## config.mk

```make
export PLATFORM = sky130hd
export DESIGN_NAME = mor_ctrl
export DESIGN_NICKNAME = d
export VERILOG_FILES = /design/src/design/mor_pkg.sv /design/src/design/mor_ctrl.sv
export SDC_FILE = /design/constraint.sdc
export NUM_CORES = 1
export LEC_CHECK = 0
export BUFFER_PORTS_ARGS = -buffer_cell sky130_fd_sc_hd__clkbuf_2
export CORE_AREA = 3 3 40 42
export CTS_CLUSTER_DIAMETER = 150
export DETAILED_ROUTE_END_ITERATION = 8
export DIE_AREA = 0 0 43 45
export MAX_ROUTING_LAYER = met4
export REMOVE_ABC_BUFFERS = 1
export SKIP_CTS_REPAIR_TIMING = 1
export SYNTH_ARGS = -nofsm -noshare
export SYNTH_HDL_FRONTEND = slang
export SYNTH_SLANG_ARGS = --single-unit
```

## constraint.sdc

```tcl
create_clock -name aclk -period 1.31 [get_ports aclk]
set_input_delay 0.262 -clock aclk [delete_from_list [all_inputs] [get_ports aclk]]
set_output_delay 0.262 -clock aclk [all_outputs]
set_load 0.02 [all_outputs]
```

## src/design/mor_pkg.sv

```systemverilog
// ----------------------------------------------------------------------------
// mor_pkg
// Shared widths, operation codes and controller/datapath interface types.
// ----------------------------------------------------------------------------
package mor_pkg;

    localparam int FUNC_W = 2;
    localparam int CH_W   = 3;
    localparam int SMP_W  = 32;
    localparam int OFF_W  = 10;
    localparam int CAP_W  = 11;
    localparam int CNT_W  = 11;

    localparam int S_TDATA_W = 48;   // sample_in, offset, zero pad
    localparam int S_TUSER_W = 5;    // func, channel
    localparam int M_TDATA_W = 56;   // sample_out, unread, history, zero pad
    localparam int M_TUSER_W = 2;    // is_full, offset_error

    localparam int CHAN_COUNT_DEF = 8;
    localparam int MAX_DEPTH_DEF  = 1024;

    localparam logic [CAP_W-1:0] CAP_RESET = 11'd1024;

    localparam logic [FUNC_W-1:0] FUNC_PUSH        = 2'd0;
    localparam logic [FUNC_W-1:0] FUNC_POP         = 2'd1;
    localparam logic [FUNC_W-1:0] FUNC_PEEK_AHEAD  = 2'd2;
    localparam logic [FUNC_W-1:0] FUNC_PEEK_BEHIND = 2'd3;

    typedef struct packed {
        logic clr_we;     // write zero at the clear pointer
        logic load;       // capture input beat and channel state
        logic mod_start;  // launch index reduction
        logic mod_sel;    // 0: read index, 1: write index
        logic access;     // memory access and state commit
        logic out_load;   // move result into output register
    } mor_cmd_t;

    typedef struct packed {
        logic clr_last;
        logic mod_done;
        logic out_busy;
    } mor_status_t;

endpackage

```

## src/design/mor_ctrl.sv

```systemverilog
// ----------------------------------------------------------------------------
// mor_ctrl
// Sequencer: memory clear after reset, then one operation at a time through
// index reduction, memory access and result hand-off.
// ----------------------------------------------------------------------------
module mor_ctrl (
    input  logic                 aclk,
    input  logic                 aresetn,
    input  logic                 s_tvalid,
    output logic                 s_tready,
    input  mor_pkg::mor_status_t status,
    output mor_pkg::mor_cmd_t    cmd
);
    import mor_pkg::*;

    localparam logic [2:0] ST_CLEAR  = 3'd0;
    localparam logic [2:0] ST_IDLE   = 3'd1;
    localparam logic [2:0] ST_MODR_S = 3'd2;
    localparam logic [2:0] ST_MODR_W = 3'd3;
    localparam logic [2:0] ST_MODW_S = 3'd4;
    localparam logic [2:0] ST_MODW_W = 3'd5;
    localparam logic [2:0] ST_ACCESS = 3'd6;
    localparam logic [2:0] ST_RESULT = 3'd7;

    logic [2:0] state_reg;
    logic [2:0] state_next;

    always_comb begin
        state_next = state_reg;
        cmd        = '0;
        s_tready   = 1'b0;
        unique case (state_reg)
            ST_CLEAR: begin
                cmd.clr_we = 1'b1;
                if (status.clr_last) begin
                    state_next = ST_IDLE;
                end
            end
            ST_IDLE: begin
                s_tready = 1'b1;
                if (s_tvalid) begin
                    cmd.load   = 1'b1;
                    state_next = ST_MODR_S;
                end
            end
            ST_MODR_S: begin
                cmd.mod_start = 1'b1;
                state_next    = ST_MODR_W;
            end
            ST_MODR_W: begin
                if (status.mod_done) begin
                    state_next = ST_MODW_S;
                end
            end
            ST_MODW_S: begin
                cmd.mod_sel   = 1'b1;
                cmd.mod_start = 1'b1;
                state_next    = ST_MODW_W;
            end
            ST_MODW_W: begin
                cmd.mod_sel = 1'b1;
                if (status.mod_done) begin
                    state_next = ST_ACCESS;
                end
            end
            ST_ACCESS: begin
                cmd.access = 1'b1;
                state_next = ST_RESULT;
            end
            ST_RESULT: begin
                // wait for the output register to drain
                if (!status.out_busy) begin
                    cmd.out_load = 1'b1;
                    state_next   = ST_IDLE;
                end
            end
        endcase
    end

    always_ff @(posedge aclk) begin
        if (!aresetn) begin
            state_reg <= ST_CLEAR;
        end else begin
            state_reg <= state_next;
        end
    end

endmodule

```

Word level (Yosys, flattened, before mapping) --
Index checks and enable logic that the tools add are counted. W data, S select, Z words.
Operators by class: eq/ne operators 12, multiplexer cells 15, reduce and logical (&&, ||, !) cells 4
Operators with widths (count):
- $pmux W3 S8 | 1
- $mux W3 | 5
- $eq A3 B3 Y1 const B | 4
- $ne A2 B2 Y1 const B | 5
- $mux W1 | 9
- $eq A3 B2 Y1 const B | 2
- $reduce_and A5 Y1 | 1
- $reduce_or A2 Y1 | 2
- $eq A3 B1 Y1 const B | 1
- $logic_not A3 Y1 | 1
Word-level totals: flip-flop bits (word level) 3, bits of input ports 6, output and inout bits 7, word-level logic and storage cells 32

Logic depth before layout (Yosys ltp) --
depth after elaboration 3, gate-level depth with buffers 6, depth with buffers taken out 6

Worst setup path after synthesis --
OpenSTA, ideal clock, no wires.
path kind flip-flop to output port, start point register state_reg[1], end point output port cmd[4] (netlist name), arrival 1.141 ns, required time 1.048 ns, setup slack -0.093 ns, cell stages (with the launch flop) 5, buffers on the path 0, cell sequence dfxtp_1 -> inv_1 -> ha_1 -> and2b_2 -> and2_1
RTL lines:
- from (decl) | RTL line mor_ctrl.sv:25 | logic [2:0] state_reg;
- from (signal assigned) | RTL line mor_ctrl.sv:84 | state_reg <= state_next;
- to (decl) | RTL line mor_ctrl.sv:12 | output mor_pkg::mor_cmd_t cmd

==> metrics.txt <==
# DRC=0; status=finished, violations left; Slew Viols, Final=0; Initial DRT Pass Iterations=2; worst reg-to-reg path cell count=6; Total Power=1.419 mW; largest fanout on the critical path=3; Area contributors post-synth=dfxtp_1 (19%), ha_1 (16%), mux2i_1 (9.6%); Nets=between 70 and 80; total negative slack=-1.271 ns; Crit Path Class=reg2out; Yosys top cell area share=a little under a fifth; CTS Buffer Depth=2; H-Tree Depth=1; initial antenna violation count=0; CTS clk-pin slew, worst paths=roughly 0.040 ns; CTS tree=done; max_slew headroom=81.46%; fmax=661.0 MHz; GR Overflow Total=0; endpoints failing setup=10; Pwr per Cell Area=around 2200 mW/mm2; vias per inst=about 4.5; via count=about 370; # clock sinks=3; WP data required=1.05 ns; Final min period=approximately 1.5 ns; Synth Cell Area=314.1 um2; worst path cell trace=inv_4 > ha_4 > and2b_2 > and2_4 > buf_6; type of element capturing the critical path=output port; Final Cycle Share=115.5%; Post-synth top flop=dfxtp_1; Slew @ Worst Pin=0.2781 ns; Post-synth EDFFs=0; first-pass GRT wire length=1.214 mm; Multi-input gate area=roughly 300 um2; Post-synth ARST share=0%; n_diodes=0; setup ws final=-0.2028 ns; DP Wirelength=625.1 um; Final Skew=0.0003958 ns; #FFs+latches synth=3; Post-Layout Cell Count=roughly 80; Register Area=71.32 um2; Ys Warns=0; Area growth, synth to finish=109.6%; critical path startpoint category=flop; die area=0.001935 mm2; failing checks=negative setup slack; standard-cell row count=13; Clk Tree Root Cell=clkbuf_4; CP arrival=between 1 and 1.5 ns; WHS Path Cells=3; synth cell count leaders=inv_1 (5), nand2_1 (5), ha_1 (4); cell taking the most area after synthesis=dfxtp_1; CP max stage delay=0.36 ns; port buffer count=12; layout cells sized above 1=73.13%; Largest register FFs=3; reg-to-reg endpoint=state_reg[1]; synth unique cells=22; Placement Cell Area=441.7 um2; final hold violations=0; die height=roughly 45 um; fillcell total=approximately 110; leakage=between 0.3 and 0.4 nW; DIE WIDTH=43 um; worst skew pair latency=0.23 ns; Hold Path End=state_reg[0]; cell count after synthesis=38; largest net degree at the start of global routing=7; Peak VDD IR=0.7138 mV; GP Congestion=0.7115; dpl cells=72; Post-Route WL=just under 900 um; I/O pins=13; core area=0.001285 mm2; hold path startpoint=aresetn; Antenna Nets Post-Route=0; Max-Cap Viols=0; design area=658.1 um2; RSZ-0062 raised after global routing=yes; Wirelength per Cell=10.65 um; initial core utilization=roughly 24%; Inserted Clock Buffers=3; Seq/Total Area, Yosys=19.12%; Worst Hold Class=in2reg; R2R Setup Slk=-0.13 ns; Mean Syn Cell Area=8.265 um2; number of global-route vias before repair=317; Initial DRC Count=1; Tot GR Track Use=8.483%; CP max-delay cell=dfxtp_4; worst r2r src=state_reg[1]
## per-layer routing
metal,GRT usage [%],up-vias,share of wire [%]
li1,-,187,-
met1,9.375,170,42
met2,14.37,10,53
met3,3.586,0,4.9
met4,1.807,0,0
met5,-,-,0
## critical path: cells and delay by family (launching register included)
kind / cells / cell delay [ns]
adder cells (fa/ha/maj): 1 / 0.15
buffers and inverters: 2 / 0.17
flip-flops: 1 / 0.36
AND/OR/NAND/NOR: 2 / 0.33
## stage by stage
stage,setup slack [ns],util (%),hold WS [ns]
detailed placement,-0.1287,34.37,0.5024
global placement,-0.1155,34.37,0.4976
finish,-0.2028,51.22,0.3295
floorplan,-0.09329,-,0.4083
CTS,-0.3602,36.42,0.3298
global route,-0.2545,51.22,0.3505
## cells by family after synthesis
family | count (synthesis) | synth area share, %
fa+ha+maj | 4 | 15.94
flops | 3 | 19.12
simple gates | 14 | 23.51
buf+inv | 6 | 9.562
compound gates | 7 | 18.73
mux | 4 | 13.15
## where the power goes
part	internal (mW)	switching [mW]
combinational	0.578	0.476
clock	0.114	0.0462
sequential	0.145	0.0602
total	0.837	0.582
## area by class of cell
class	count	share of cell area, %
inverters	5	3.612
well taps	15	2.852
repair buffers	26	33.08
clock buffers	4	3.992
flip-flops and latches	3	10.84
multi-input cells	29	45.63
## placed cells by master (no fill, tap or decap), types with 2 or more instances in the layout
| cell type | Yosys | final |
|---|---|---|
| buf_6 | 1 | 10 |
| buf_4 | 0 | 10 |
| clkbuf_2 | 0 | 5 |
| nand2_1 | 5 | 4 |
| ha_4 | 0 | 4 |
| mux2i_1 | 3 | 3 |
| clkbuf_4 | 0 | 3 |
| dfxtp_4 | 0 | 3 |
| inv_4 | 0 | 2 |
| and2_4 | 0 | 2 |
| inv_1 | 5 | 2 |
## how the worst max path moves through the flow
stage	start	end	cells past startpoint
after floorplan	state_reg[1]	cmd[4]	4
after global placement	state_reg[0]	state_reg[2]	6
after detailed placement	state_reg[0]	state_reg[0]	6
after CTS	state_reg[1]	cmd[4]	5
after global routing	state_reg[1]	state_reg[1]	6
final	state_reg[1]	cmd[4]	5
Note: power is estimated with default switching activity, not from simulation.
